<file path="src/hdl/qtt_pkg.sv">
// Shared types and codes for the query text tokenizer.
// Input word and result word layouts, event and token type codes, byte constants.
// No dependencies.
package qtt_pkg;

    localparam int VALUE_BITS = 31;

    localparam logic [7:0] CHAR_QUOTE      = 8'h27;
    localparam logic [7:0] CHAR_UNDERSCORE = 8'h5F;

    localparam logic [1:0] EV_CHAR      = 2'd0;
    localparam logic [1:0] EV_TOKEN_END = 2'd1;
    localparam logic [1:0] EV_END_INPUT = 2'd2;
    localparam logic [1:0] EV_STR_ERROR = 2'd3;

    localparam logic [1:0] TOK_NUMBER = 2'd0;
    localparam logic [1:0] TOK_WORD   = 2'd1;
    localparam logic [1:0] TOK_STRING = 2'd2;
    localparam logic [1:0] TOK_DELIM  = 2'd3;

    localparam logic FUNC_BYTE = 1'b0;
    localparam logic FUNC_END  = 1'b1;

    typedef struct packed {
        logic       func;
        logic [7:0] ch;
    } item_t;

    typedef struct packed {
        logic [1:0]            event_res;
        logic [1:0]            token_type;
        logic [7:0]            char_value;
        logic [VALUE_BITS-1:0] number_value;
        logic                  last;
    } result_t;

endpackage

</file>
<file path="src/hdl/query_text_tokenizer_top.sv">
// Query text tokenizer: splits a byte stream into number, word, string and delimiter tokens.
// Depends on qtt_pkg for word layouts and codes.
// The input word is registered in the input register, then its first result word in the
// output register. Throughput: one input word per cycle while result_stall is low; a word
// yielding two results holds the input while the second result drains from the hold register.
// Reset: asynchronous, active low; clears all valid flags, lexer mode and accumulator.
module query_text_tokenizer_top (
    input  logic           clk,
    input  logic           rst_n,
    input  logic           item_valid,
    output logic           item_stall,
    input  qtt_pkg::item_t item,
    output logic           result_valid,
    input  logic           result_stall,
    output qtt_pkg::result_t result
);

    localparam int VB = qtt_pkg::VALUE_BITS;

    typedef enum logic [1:0] {
        MODE_IDLE,
        MODE_NUM,
        MODE_WORD,
        MODE_STR
    } mode_t;

    function automatic qtt_pkg::result_t mk(
        input logic [1:0]    ev,
        input logic [1:0]    ty,
        input logic [7:0]    cv,
        input logic [VB-1:0] num
    );
        qtt_pkg::result_t r;
        r.event_res    = ev;
        r.token_type   = ty;
        r.char_value   = cv;
        r.number_value = num;
        r.last         = 1'b0;
        return r;
    endfunction

    logic             in_valid_reg, in_valid_next;
    qtt_pkg::item_t   in_reg, in_next;
    mode_t            mode_reg, mode_next;
    logic [VB-1:0]    acc_reg, acc_next;
    logic             out_valid_reg, out_valid_next;
    qtt_pkg::result_t out_reg, out_next;
    logic             pend_valid_reg, pend_valid_next;
    qtt_pkg::result_t pend_reg, pend_next;

    logic [7:0]       c;
    logic             is_digit, is_upper, is_lower, is_space, is_word_start, is_quote;
    logic [7:0]       lower_c;
    logic [VB-1:0]    digit_ext;
    logic [VB+3:0]    acc_sum;
    logic [VB-1:0]    acc_sat;

    logic             st_n;
    qtt_pkg::result_t st_res;
    mode_t            st_mode;
    logic [VB-1:0]    st_acc;

    logic [1:0]       n;
    qtt_pkg::result_t r0, r1;
    mode_t            proc_mode;
    logic [VB-1:0]    proc_acc;

    logic             out_free, consume, accept;

    assign c             = in_reg.ch;
    assign is_digit      = (c >= 8'h30) && (c <= 8'h39);
    assign is_upper      = (c >= 8'h41) && (c <= 8'h5A);
    assign is_lower      = (c >= 8'h61) && (c <= 8'h7A);
    assign is_space      = (c == 8'h20) || ((c >= 8'h09) && (c <= 8'h0D));
    assign is_word_start = is_upper || is_lower || (c == qtt_pkg::CHAR_UNDERSCORE);
    assign is_quote      = (c == qtt_pkg::CHAR_QUOTE);
    assign lower_c       = is_upper ? (c | 8'h20) : c;
    assign digit_ext     = {{(VB-4){1'b0}}, c[3:0]};

    assign acc_sum = ({4'b0000, acc_reg} << 3) + ({4'b0000, acc_reg} << 1)
                   + {{VB{1'b0}}, c[3:0]};
    assign acc_sat = (|acc_sum[VB+3:VB]) ? {VB{1'b1}} : acc_sum[VB-1:0];

    always_comb
    begin
        st_n    = 1'b0;
        st_res  = '0;
        st_mode = MODE_IDLE;
        st_acc  = '0;
        priority if (is_space)
        begin
            st_n = 1'b0;
        end
        else if (is_digit)
        begin
            st_n    = 1'b1;
            st_mode = MODE_NUM;
            st_acc  = digit_ext;
            st_res  = mk(qtt_pkg::EV_CHAR, qtt_pkg::TOK_NUMBER, c, digit_ext);
        end
        else if (is_word_start)
        begin
            st_n    = 1'b1;
            st_mode = MODE_WORD;
            st_res  = mk(qtt_pkg::EV_CHAR, qtt_pkg::TOK_WORD, lower_c, '0);
        end
        else if (is_quote)
        begin
            st_mode = MODE_STR;
        end
        else
        begin
            st_n   = 1'b1;
            st_res = mk(qtt_pkg::EV_TOKEN_END, qtt_pkg::TOK_DELIM, c, '0);
        end
    end

    always_comb
    begin
        n         = 2'd0;
        r0        = '0;
        r1        = '0;
        proc_mode = mode_reg;
        proc_acc  = acc_reg;
        if (in_reg.func == qtt_pkg::FUNC_END)
        begin
            proc_mode = MODE_IDLE;
            proc_acc  = '0;
            unique case (mode_reg)
                MODE_STR:
                begin
                    n  = 2'd1;
                    r0 = mk(qtt_pkg::EV_STR_ERROR, qtt_pkg::TOK_STRING, 8'h00, '0);
                end
                MODE_NUM:
                begin
                    n  = 2'd2;
                    r0 = mk(qtt_pkg::EV_TOKEN_END, qtt_pkg::TOK_NUMBER, 8'h00, acc_reg);
                    r1 = mk(qtt_pkg::EV_END_INPUT, qtt_pkg::TOK_NUMBER, 8'h00, '0);
                end
                MODE_WORD:
                begin
                    n  = 2'd2;
                    r0 = mk(qtt_pkg::EV_TOKEN_END, qtt_pkg::TOK_WORD, 8'h00, '0);
                    r1 = mk(qtt_pkg::EV_END_INPUT, qtt_pkg::TOK_NUMBER, 8'h00, '0);
                end
                MODE_IDLE:
                begin
                    n  = 2'd1;
                    r0 = mk(qtt_pkg::EV_END_INPUT, qtt_pkg::TOK_NUMBER, 8'h00, '0);
                end
                default:
                begin
                    n = 2'd0;
                end
            endcase
        end
        else
        begin
            unique case (mode_reg)
                MODE_NUM:
                begin
                    if (is_digit)
                    begin
                        n        = 2'd1;
                        r0       = mk(qtt_pkg::EV_CHAR, qtt_pkg::TOK_NUMBER, c, acc_sat);
                        proc_acc = acc_sat;
                    end
                    else
                    begin
                        n  = 2'(st_n) + 2'd1;
                        r0 = mk(qtt_pkg::EV_TOKEN_END, qtt_pkg::TOK_NUMBER, 8'h00, acc_reg);
                        r1        = st_res;
                        proc_mode = st_mode;
                        proc_acc  = st_acc;
                    end
                end
                MODE_WORD:
                begin
                    if (is_word_start || is_digit)
                    begin
                        n  = 2'd1;
                        r0 = mk(qtt_pkg::EV_CHAR, qtt_pkg::TOK_WORD, lower_c, '0);
                    end
                    else
                    begin
                        n  = 2'(st_n) + 2'd1;
                        r0 = mk(qtt_pkg::EV_TOKEN_END, qtt_pkg::TOK_WORD, 8'h00, '0);
                        r1        = st_res;
                        proc_mode = st_mode;
                        proc_acc  = st_acc;
                    end
                end
                MODE_STR:
                begin
                    n = 2'd1;
                    if (is_quote)
                    begin
                        r0        = mk(qtt_pkg::EV_TOKEN_END, qtt_pkg::TOK_STRING, 8'h00, '0);
                        proc_mode = MODE_IDLE;
                    end
                    else
                    begin
                        r0 = mk(qtt_pkg::EV_CHAR, qtt_pkg::TOK_STRING, c, '0);
                    end
                end
                MODE_IDLE:
                begin
                    n         = {1'b0, st_n};
                    r0        = st_res;
                    proc_mode = st_mode;
                    proc_acc  = st_acc;
                end
                default:
                begin
                    n = 2'd0;
                end
            endcase
        end
        if (n == 2'd1)
        begin
            r0.last = 1'b1;
        end
        if (n == 2'd2)
        begin
            r1.last = 1'b1;
        end
    end

    assign out_free   = !out_valid_reg || !result_stall;
    assign consume    = in_valid_reg && !pend_valid_reg && (out_free || (n == 2'd0));
    assign item_stall = in_valid_reg && !consume;
    assign accept     = item_valid && !item_stall;

    always_comb
    begin
        in_valid_next   = in_valid_reg;
        in_next         = in_reg;
        mode_next       = mode_reg;
        acc_next        = acc_reg;
        out_valid_next  = out_valid_reg && result_stall;
        out_next        = out_reg;
        pend_valid_next = pend_valid_reg;
        pend_next       = pend_reg;

        if (consume)
        begin
            in_valid_next = 1'b0;
            mode_next     = proc_mode;
            acc_next      = proc_acc;
        end
        if (accept)
        begin
            in_valid_next = 1'b1;
            in_next       = item;
        end

        if (pend_valid_reg && out_free)
        begin
            out_valid_next  = 1'b1;
            out_next        = pend_reg;
            pend_valid_next = 1'b0;
        end
        else if (consume && (n != 2'd0))
        begin
            out_valid_next = 1'b1;
            out_next       = r0;
            if (n == 2'd2)
            begin
                pend_valid_next = 1'b1;
                pend_next       = r1;
            end
        end
    end

    always_ff @(posedge clk or negedge rst_n)
    begin
        if (!rst_n)
        begin
            in_valid_reg   <= 1'b0;
            in_reg         <= '0;
            mode_reg       <= MODE_IDLE;
            acc_reg        <= '0;
            out_valid_reg  <= 1'b0;
            out_reg        <= '0;
            pend_valid_reg <= 1'b0;
            pend_reg       <= '0;
        end
        else
        begin
            in_valid_reg   <= in_valid_next;
            in_reg         <= in_next;
            mode_reg       <= mode_next;
            acc_reg        <= acc_next;
            out_valid_reg  <= out_valid_next;
            out_reg        <= out_next;
            pend_valid_reg <= pend_valid_next;
            pend_reg       <= pend_next;
        end
    end

    assign result_valid = out_valid_reg;
    assign result       = out_reg;

    assert property (@(posedge clk) disable iff (!rst_n)
        pend_valid_reg |-> out_valid_reg)
        else $error("second result held without a first result in the output register");

    assert property (@(posedge clk) disable iff (!rst_n)
        (pend_valid_reg && in_valid_reg) |-> item_stall)
        else $error("input word taken while a second result still waits");

    assert property (@(posedge clk) disable iff (!rst_n)
        (mode_reg != MODE_NUM) |-> (acc_reg == '0))
        else $error("accumulator not cleared outside a number token");

    assert property (@(posedge clk) disable iff (!rst_n)
        (out_valid_reg && ((out_reg.event_res == qtt_pkg::EV_END_INPUT)
                           || (out_reg.event_res == qtt_pkg::EV_STR_ERROR)))
        |-> out_reg.last)
        else $error("end of input result not marked last");

endmodule
</file>
<file path="config.mk">
export PLATFORM = sky130hd
export DESIGN_NAME = query_text_tokenizer_top
export DESIGN_NICKNAME = d
export VERILOG_FILES = /design/src/hdl/qtt_pkg.sv /design/src/hdl/query_text_tokenizer_top.sv
export SDC_FILE = /design/constraint.sdc
export NUM_CORES = 1
export LEC_CHECK = 0
export BUFFER_PORTS_ARGS = -buffer_cell sky130_fd_sc_hd__buf_2
export CELL_PAD_IN_SITES_DETAIL_PLACEMENT = 1
export CELL_PAD_IN_SITES_GLOBAL_PLACEMENT = 1
export CORE_ASPECT_RATIO = 0.8
export CORE_UTILIZATION = 50
export CTS_CLUSTER_DIAMETER = 60
export DETAILED_ROUTE_END_ITERATION = 10
export HOLD_SLACK_MARGIN = 0.12
export PLACE_DENSITY = 0.95
export SLEW_MARGIN = 20
export SYNTH_ARGS = -nofsm -noshare
export SYNTH_HDL_FRONTEND = slang
export SYNTH_SLANG_ARGS = --single-unit
</file>
<file path="constraint.sdc">
create_clock -name clk -period 8.55 [get_ports clk]
set_input_delay 1.71 -clock clk [delete_from_list [all_inputs] [get_ports clk]]
set_output_delay 1.71 -clock clk [all_outputs]
set_load 0.005 [all_outputs]
</file>
==> summary.md, run 1 <==
| Metric | Value |
|---|---|
| Outcome | `finished, final reports clean` |
| Fmax | `0.216 GHz` |
| Diode count | `0` |
| Max-slew violations | `0` |
| Post-Syn Instances | `878` |
| Cts bufs inserted | `9` |
| Post-Synth Adder-Cell Area | `a little under an eighth` |
| Final std cells w/o fill | `1093` |
| Pwr Total | `0.00194 W` |
| Synthesized area | `0.00760 mm²` |
| Power Density | `236 mW/mm²` |
| P&R area growth vs syn | `8.53%` |
| Num rows | `39` |
| Min Tclk post-route | `4.63 ns` |
| Crit. End Element | `primary output` |
| Die Y-Extent | `112 µm` |
| Data arrival, critical path | `2.92 ns` |
| CP required | `6.84 ns` |
| Synth Warn # | `0` |
| Top post-synthesis cells by count | `nand2_1, dfrtp_1, o21ai_0, ha_1, a21oi_1` |
| Leakage power figure | `about 3.8 nW` |
| Unrepaired setup endpoints after global routing | `no` |
| Clock H-tree levels | `3` |
| Worst Setup EP | `item_stall` |
| Post-route ant nets | `0` |
| Worst-Margin Slew | `1.17 ns` |
| Fin. Hold Viols | `0` |
| Post-synth EDFFs | `0` |
| R2r setup slk | `approximately 4 ns` |
| Clk_skew | `0.0113 ns` |
| DR vias/cell | `roughly 6.8` |
| Hpwl dp | `18.5 mm` |
| Effective utilization at floorplan | `between 50% and 60%` |
| Count leader, synth | `nand2_1` |
| Worst Hold Class | `flop to flop` |
| 1st-pass router iterations | `5` |
| Die area | `roughly 0.016 mm²` |
| Mean Syn Cell Area | `8.66 µm²` |
| Placed instance count | `~1100` |
| Synth async-reset ratio | `100%` |
| RR Startpoint | `c[3]` |
| Register area share after synthesis | `34.6%` |
| CTS sink count | `105` |
| Die Wd | `140 µm` |
| Critical Path Fanout Max | `9` |
| Syn_nets | `961` |
| Synth Area in Compound Gates | `26.1%` |
| Area of the core | `0.0145 mm²` |
| Clock Tree Buf Depth | `2` |
| Critical Path Source Type | `flop` |
| Mux contribution to synthesized area | `around 2.2%` |
| Wire per inst | `23.1 µm` |
| Final Cycle Share | `54.2%` |
| Placed standard-cell area | `0.00796 mm²` |
| Routability cong. | `approximately 0.95` |
| Largest family of logic cells by synthesized area | `compound AO/OA/AOI/OAI gates` |
| Root Buffer Master | `clkbuf_16` |
| Design area | `0.00825 mm²` |
| Io pins | `between 50 and 60` |
| Crit. Startpoint | `c[7]` |
| Post-route DRC | `0` |
| Fill cell count | `between 1500 and 2000` |
| Final wirelength | `between 20 and 30 mm` |
| Initial antenna violation count | `1` |
| Layout cells sized above 1 | `approximately 12%` |
| Vias in the first global route | `7573` |
| Crit path kind | `flop to primary output` |
| I/O Buffers | `58` |
| Synth area leaders | `dfrtp_1, ha_1, nand2_1` |
| Simple-Gate Fraction of Synth Area | `18.4%` |
| Total congestion overflow | `0` |
| Unique masters post-synth | `70` |
| Clock transition at path regs | `approximately 0.080 ns` |
| TNS Setup | `0 ns` |
| Yosys reg bits | `105` |
| Top_reg_cell synth | `dfrtp_1` |
| Resized cells post-CTS | `0` |
| # hold bufs at CTS | `0` |
| Via Count | `7386` |
| Nets | `about 990` |
| Area leader, netlist | `dfrtp_1` |
| Max-Cap Viols | `0` |
| Skew-Pair Late Insertion Delay | `0.37 ns` |
| Yosys top cell area share | `roughly a third` |
| Slew headroom | `21.9%` |
| Largest net degree at the start of global routing | `58` |
| DRT iter0 DRCs | `around 790` |
| Worst Reg-to-Reg Cells | `12` |
| Largest register FFs | `44` |
| Setup Fix Bufs, Post-CTS | `0` |
| R2R Path End | `result[30]` |
| Multi-input logic area | `0.00466 mm²` |
| Final setup violation count | `0` |
| First-pass GRT wire length | `approximately 41 mm` |
| Post-synthesis xor/xnor area fraction | `3.00%` |
| Total GRT Usage | `33.7%` |
| CTS tree | `built` |
| Peak supply drop | `0.210 mV` |
| FF+latch area | `about 0.0026 mm²` |
==> power breakdown <==
part	total (W)	internal, W	switching, W
Sequential	0.000687	0.000576	0.000111
Combinational	0.000835	0.000268	0.000567
Clock	0.000420	0.000204	0.000217
Total	0.00194	0.00105	0.000895
==> logic make-up (layout without fill, tap and decap cells) <==
kind of cell,after synthesis,in the layout
buffers and inverters,75,106
AO/OA/AOI/OAI,301,301
adder cells (fa/ha/maj),70,70
AND/OR/NAND/NOR,286,286
XOR/XNOR,26,26
multiplexers,15,15
flip-flops,105,105
==> layout make-up <==
class | count | share of cell area, %
Tap cell | 184 | 2.79
Inverter | 24 | 1.09
Timing Repair Buffer | 66 | 4.28
Clock inverter | 7 | 0.743
Clock buffer | 9 | 2.73
Sequential cell | 105 | 31.9
Multi-Input combinational cell | 698 | 56.5
==> cell usage in the layout, fill, tap and decap left out, drive strengths merged, types with 13 or more instances in the layout <==
master | Yosys | layout
and3 | 14 | 14
ha | 68 | 68
and2 | 21 | 21
o21ai | 73 | 73
inv | 24 | 27
a31oi | 17 | 17
o211ai | 34 | 34
nor3 | 18 | 18
xnor2 | 13 | 13
a21oi | 65 | 65
buf | 15 | 66
a22oi | 25 | 25
dfrtp | 105 | 105
nand2 | 113 | 113
xor2 | 13 | 13
nor2 | 54 | 54
==> critical path, cell delays in order, from the launching register on <==
cell      delay (ns)
dfrtp_1         0.48
or3b_4          0.45
nor4_4          0.56
nor2_2          0.15
a211oi_4        0.40
o21ai_2         0.17
and2_1          0.21
buf_2           0.12
==> worst min path at each step <==
stage	start	end	slack, ns	cells after the start
2_1_floorplan	pend_reg[0]	pend_reg[0]	0.44	1
3_3_place_gp	pend_reg[0]	pend_reg[0]	0.45	1
3_5_place_dp	pend_reg[0]	pend_reg[0]	0.46	1
4_1_cts	pend_reg[0]	pend_reg[0]	0.48	1
5_1_grt	pend_reg[0]	pend_reg[0]	0.49	1
6_report	pend_reg[0]	pend_reg[0]	0.47	1
==> metal layers <==
| layer | vias to the layer above | share of wire [%] | global-route usage, % |
|---|---|---|---|
| li1 | 3311 | - | - |
| met1 | 3727 | 47 | 48.4 |
| met2 | 289 | 44 | 50.8 |
| met3 | 57 | 7.2 | 6.95 |
| met4 | 2 | 2.5 | 11.0 |
| met5 | - | 0.052 | 0 |
==> metrics by stage <==
stage,worst slack (ns),hold slack [ns],util (%)
2_1_floorplan,4.64,0.435,-
3_3_place_gp,4.27,0.455,54.8
3_5_place_dp,4.13,0.458,54.8
4_1_cts,3.98,0.479,56.7
5_1_grt,3.71,0.487,56.7
6_report,3.92,0.474,56.7
(Power assumes the default switching activity.)
==> inputs of run 2 (changes only) <==
Settings changed: CORE_UTILIZATION 50 to 42, PLACE_DENSITY 0.95 to 0.89.
Clock period 8.55 ns to 3.7 ns, I/O delays scaled along.
==> run 2 against run 1 <==
The run now ends with DRC left; sequential share of layout area down 1.3 points; first-iteration DRC count fell by 4.6%; clock power increased by 130%; largest power group unchanged.
==> summary.md, run 2 (synthesis gave the netlist of run 1 again) <==
| Metric | Value |
|---|---|
| Outcome | `finished with violations (was finished, final reports clean)` |
| Failing checks | `DRC` |
| Pint | `0.00253 W (was 0.00105 W)` |
| Post-route DRC | `5 (was 0)` |
| Total GRT Usage | `28.5% (was 33.7%)` |
| 1st-pass router iterations | `8 (was 5)` |
| Critical Path Source Type | `flop (unchanged)` |
| Diode count | `0 (unchanged)` |
| Die area | `0.0186 mm² (was 0.0157 mm²)` |
| Fin. Hold Viols | `0 (unchanged)` |
| Vias in the first global route | `7571 (was 7573)` |
| Commonest cells after routing, fill and taps aside | `nand2_1, dfrtp_1, ha_1 (was nand2_1, dfrtp_1, o21ai_0)` |
| CP required | `2.96 ns (was 6.84 ns)` |
| Largest register FFs | `44 (unchanged)` |
| Data arrival, critical path | `2.83 ns (was 2.92 ns)` |
| Crit path kind | `flop to primary output (unchanged)` |
| Max-Cap Viols | `0 (unchanged)` |
| Clock transition at path regs | `0.08 ns (about the same)` |
| Final hold slack | `0.333 ns (was 0.474 ns)` |
| Post-route ant nets | `0 (unchanged)` |
| P_sw | `0.00208 W (was 0.000895 W)` |
| Clock H-tree levels | `3 (unchanged)` |
| Nets | `1016 (was 987)` |
| Wire per inst | `21.8 µm (was 23.1 µm)` |
| Hpwl dp | `18.9 mm (was 18.5 mm)` |
| Final std cells w/o fill | `1162 (was 1093)` |
| Worst Hold Class | `input port to async pin (was flop to flop)` |
| Die Wd | `152 µm (was 140 µm)` |
| Register share of total power | `32.8% (was 35.4%)` |
| Slowest-stage cell, CP | `or4b_1 (was nor4_4)` |
| Sw Share | `45.1% (was 46.1%)` |
| Clk_skew | `0.0114 ns (was 0.0113 ns)` |
| Final wirelength | `25.4 mm (was 25.2 mm)` |
| Cts bufs inserted | `9 (unchanged)` |
| First-pass GRT wire length | `41.6 mm (was 41.5 mm)` |
| DR vias/cell | `6.39 (was 6.76)` |
| Min Tclk post-route | `3.57 ns` |
| DRT iter0 DRCs | `752 (was 788)` |
| I/O Buffers | `58 (unchanged)` |
| Power Density | `536 mW/mm² (was 236 mW/mm²)` |
| Skew-Pair Late Insertion Delay | `0.37 ns (about the same)` |
| Slew headroom | `45.5% (was 21.9%)` |
| Max-slew violations | `0 (unchanged)` |
| Commonest non-fill, non-tap cell in the layout | `nand2_1 (unchanged)` |
| Critical Path Fanout Max | `11 (was 9)` |
| Initial antenna violation count | `0 (was 1)` |
| Worst Reg-to-Reg Cells | `11 (was 12)` |
| Placed instance count | `1146 (was 1077)` |
| Die Y-Extent | `122 µm (was 112 µm)` |
| Num rows | `43 (was 39)` |
| Worst-Margin Slew | `0.815 ns (was 1.17 ns)` |
| Crit-path max cell delay | `0.50 ns (was 0.56 ns)` |
| Effective utilization at floorplan | `43.3% (was 52.3%)` |
| Layout cells sized above 1 | `15.7% (was 12.1%)` |
| Largest net degree at the start of global routing | `70 (was 58)` |
| Clock share of power | `20.5% (was 21.6%)` |
| Comb power frac | `46.6% (was 43.0%)` |
| Routability cong. | `0.961 (was 0.953)` |
| Total congestion overflow | `0 (unchanged)` |
| Root Buffer Master | `clkbuf_16 (unchanged)` |
| Final Cycle Share | `96.5%` |
| CP cell instances | `buf_4 -> or4b_1 -> a21oi_1 -> o21ai_1 -> a211oi_4 -> o21ai_2 -> and2_1 -> buf_2 (was or3b_4 -> nor4_4 -> nor2_2 -> a211oi_4 -> o21ai_2 -> and2_1 -> buf_2)` |
| CTS sink count | `105 (unchanged)` |
| Final setup violation count | `0 (unchanged)` |
| CTS tree | `built (unchanged)` |
| Final Util | `49.0% (was 56.7%)` |
| Clock Tree Buf Depth | `2 (unchanged)` |
| Leakage power figure | `4.00 nW (was 3.83 nW)` |
| Via Count | `7427 (was 7386)` |
| Io pins | `59 (unchanged)` |
| Fmax | `0.280 GHz` |
| Peak supply drop | `0.308 mV (was 0.210 mV)` |
| P&R area growth vs syn | `13.1% (was 8.53%)` |
| Crit. End Element | `primary output (unchanged)` |
| Area of the core | `0.0175 mm² (was 0.0145 mm²)` |
[run 2: changes by cell type in the layout (fill, tap and decap cells not counted), sizes merged]
cell,delta
buf,+29
clkinv,-1
[run 2: area by class of cell]
cell class | count | area, µm²
tap | 225 | 282
clock buffer | 9 | 225
clock inverter | 6 | 51.3
inverter | 24 | 90.1
fill | 2075 | 8940
sequential | 105 | 2630
timing repair buffer | 95 | 608
multi-input combinational | 698 | 4710
[run 2: power by group through the flow]
stage | Sequential [W] | Clock [W] | Combinational, W
2_1_floorplan | 0.00148 | 0 | 0.00137
3_3_place_gp | 0.00151 | 0 | 0.00201
3_5_place_dp | 0.00153 | 0 | 0.00208
4_1_cts | 0.00151 | 0.000970 | 0.00210
5_1_grt | 0.00153 | 0.00100 | 0.00233
6_report | 0.00151 | 0.000946 | 0.00215
[run 2: worst max-delay path, delay by kind of cell (launching register included)]
kind	cells	cell delay (ns)
AO/OA/AOI/OAI	4	0.99
buffers and inverters	2	0.32
flip-flops	1	0.42
AND/OR/NAND/NOR	2	0.72
[run 2: metrics by stage]
stage               power [W]  setup TNS, ns  setup slack [ns]  cell area [µm²]
floorplan             0.00285              0             0.394             7600
global placement      0.00352              0             0.222             8260
detailed placement    0.00361              0             0.121             8260
CTS                   0.00458              0            0.0387             8540
global route          0.00487       -0.00475          -0.00475             8600
finish                0.00460              0             0.129             8600
[run 2: routing by layer]
| layer | track usage, % | part of all wire, % | routed length (µm) | vias to the layer above |
|---|---|---|---|---|
| li1 | - | - | - | 3379 |
| met1 | 42.2 | 48 | 12200 | 3709 |
| met2 | 42.4 | 43 | 10900 | 305 |
| met3 | 4.66 | 7.1 | 1790 | 34 |
| met4 | 8.61 | 2.0 | 498 | 0 |
| met5 | 0 | 0 | 0 | - |
[run 2: final timing paths]
path,from,endpoint,slack (ns)
min in group clk,pend_reg[0],pend_reg[0],0.48
worst max-delay path,c[3],item_stall,0.13
worst min-delay path,rst_n,c[7],0.33
worst min register to register,pend_reg[0],pend_reg[0],0.48
max in group asynchronous,rst_n,acc_reg[23],2.60
worst max register to register,c[3],acc_reg[0],0.15
[run 2: what timing repair did]
item | 4_1_cts | 5_1_grt
endpoints found under the setup margin | 0 | 59
buffers inserted | 0 | 1
hold buffers | 0 | 0
resized for setup | 0 | 13
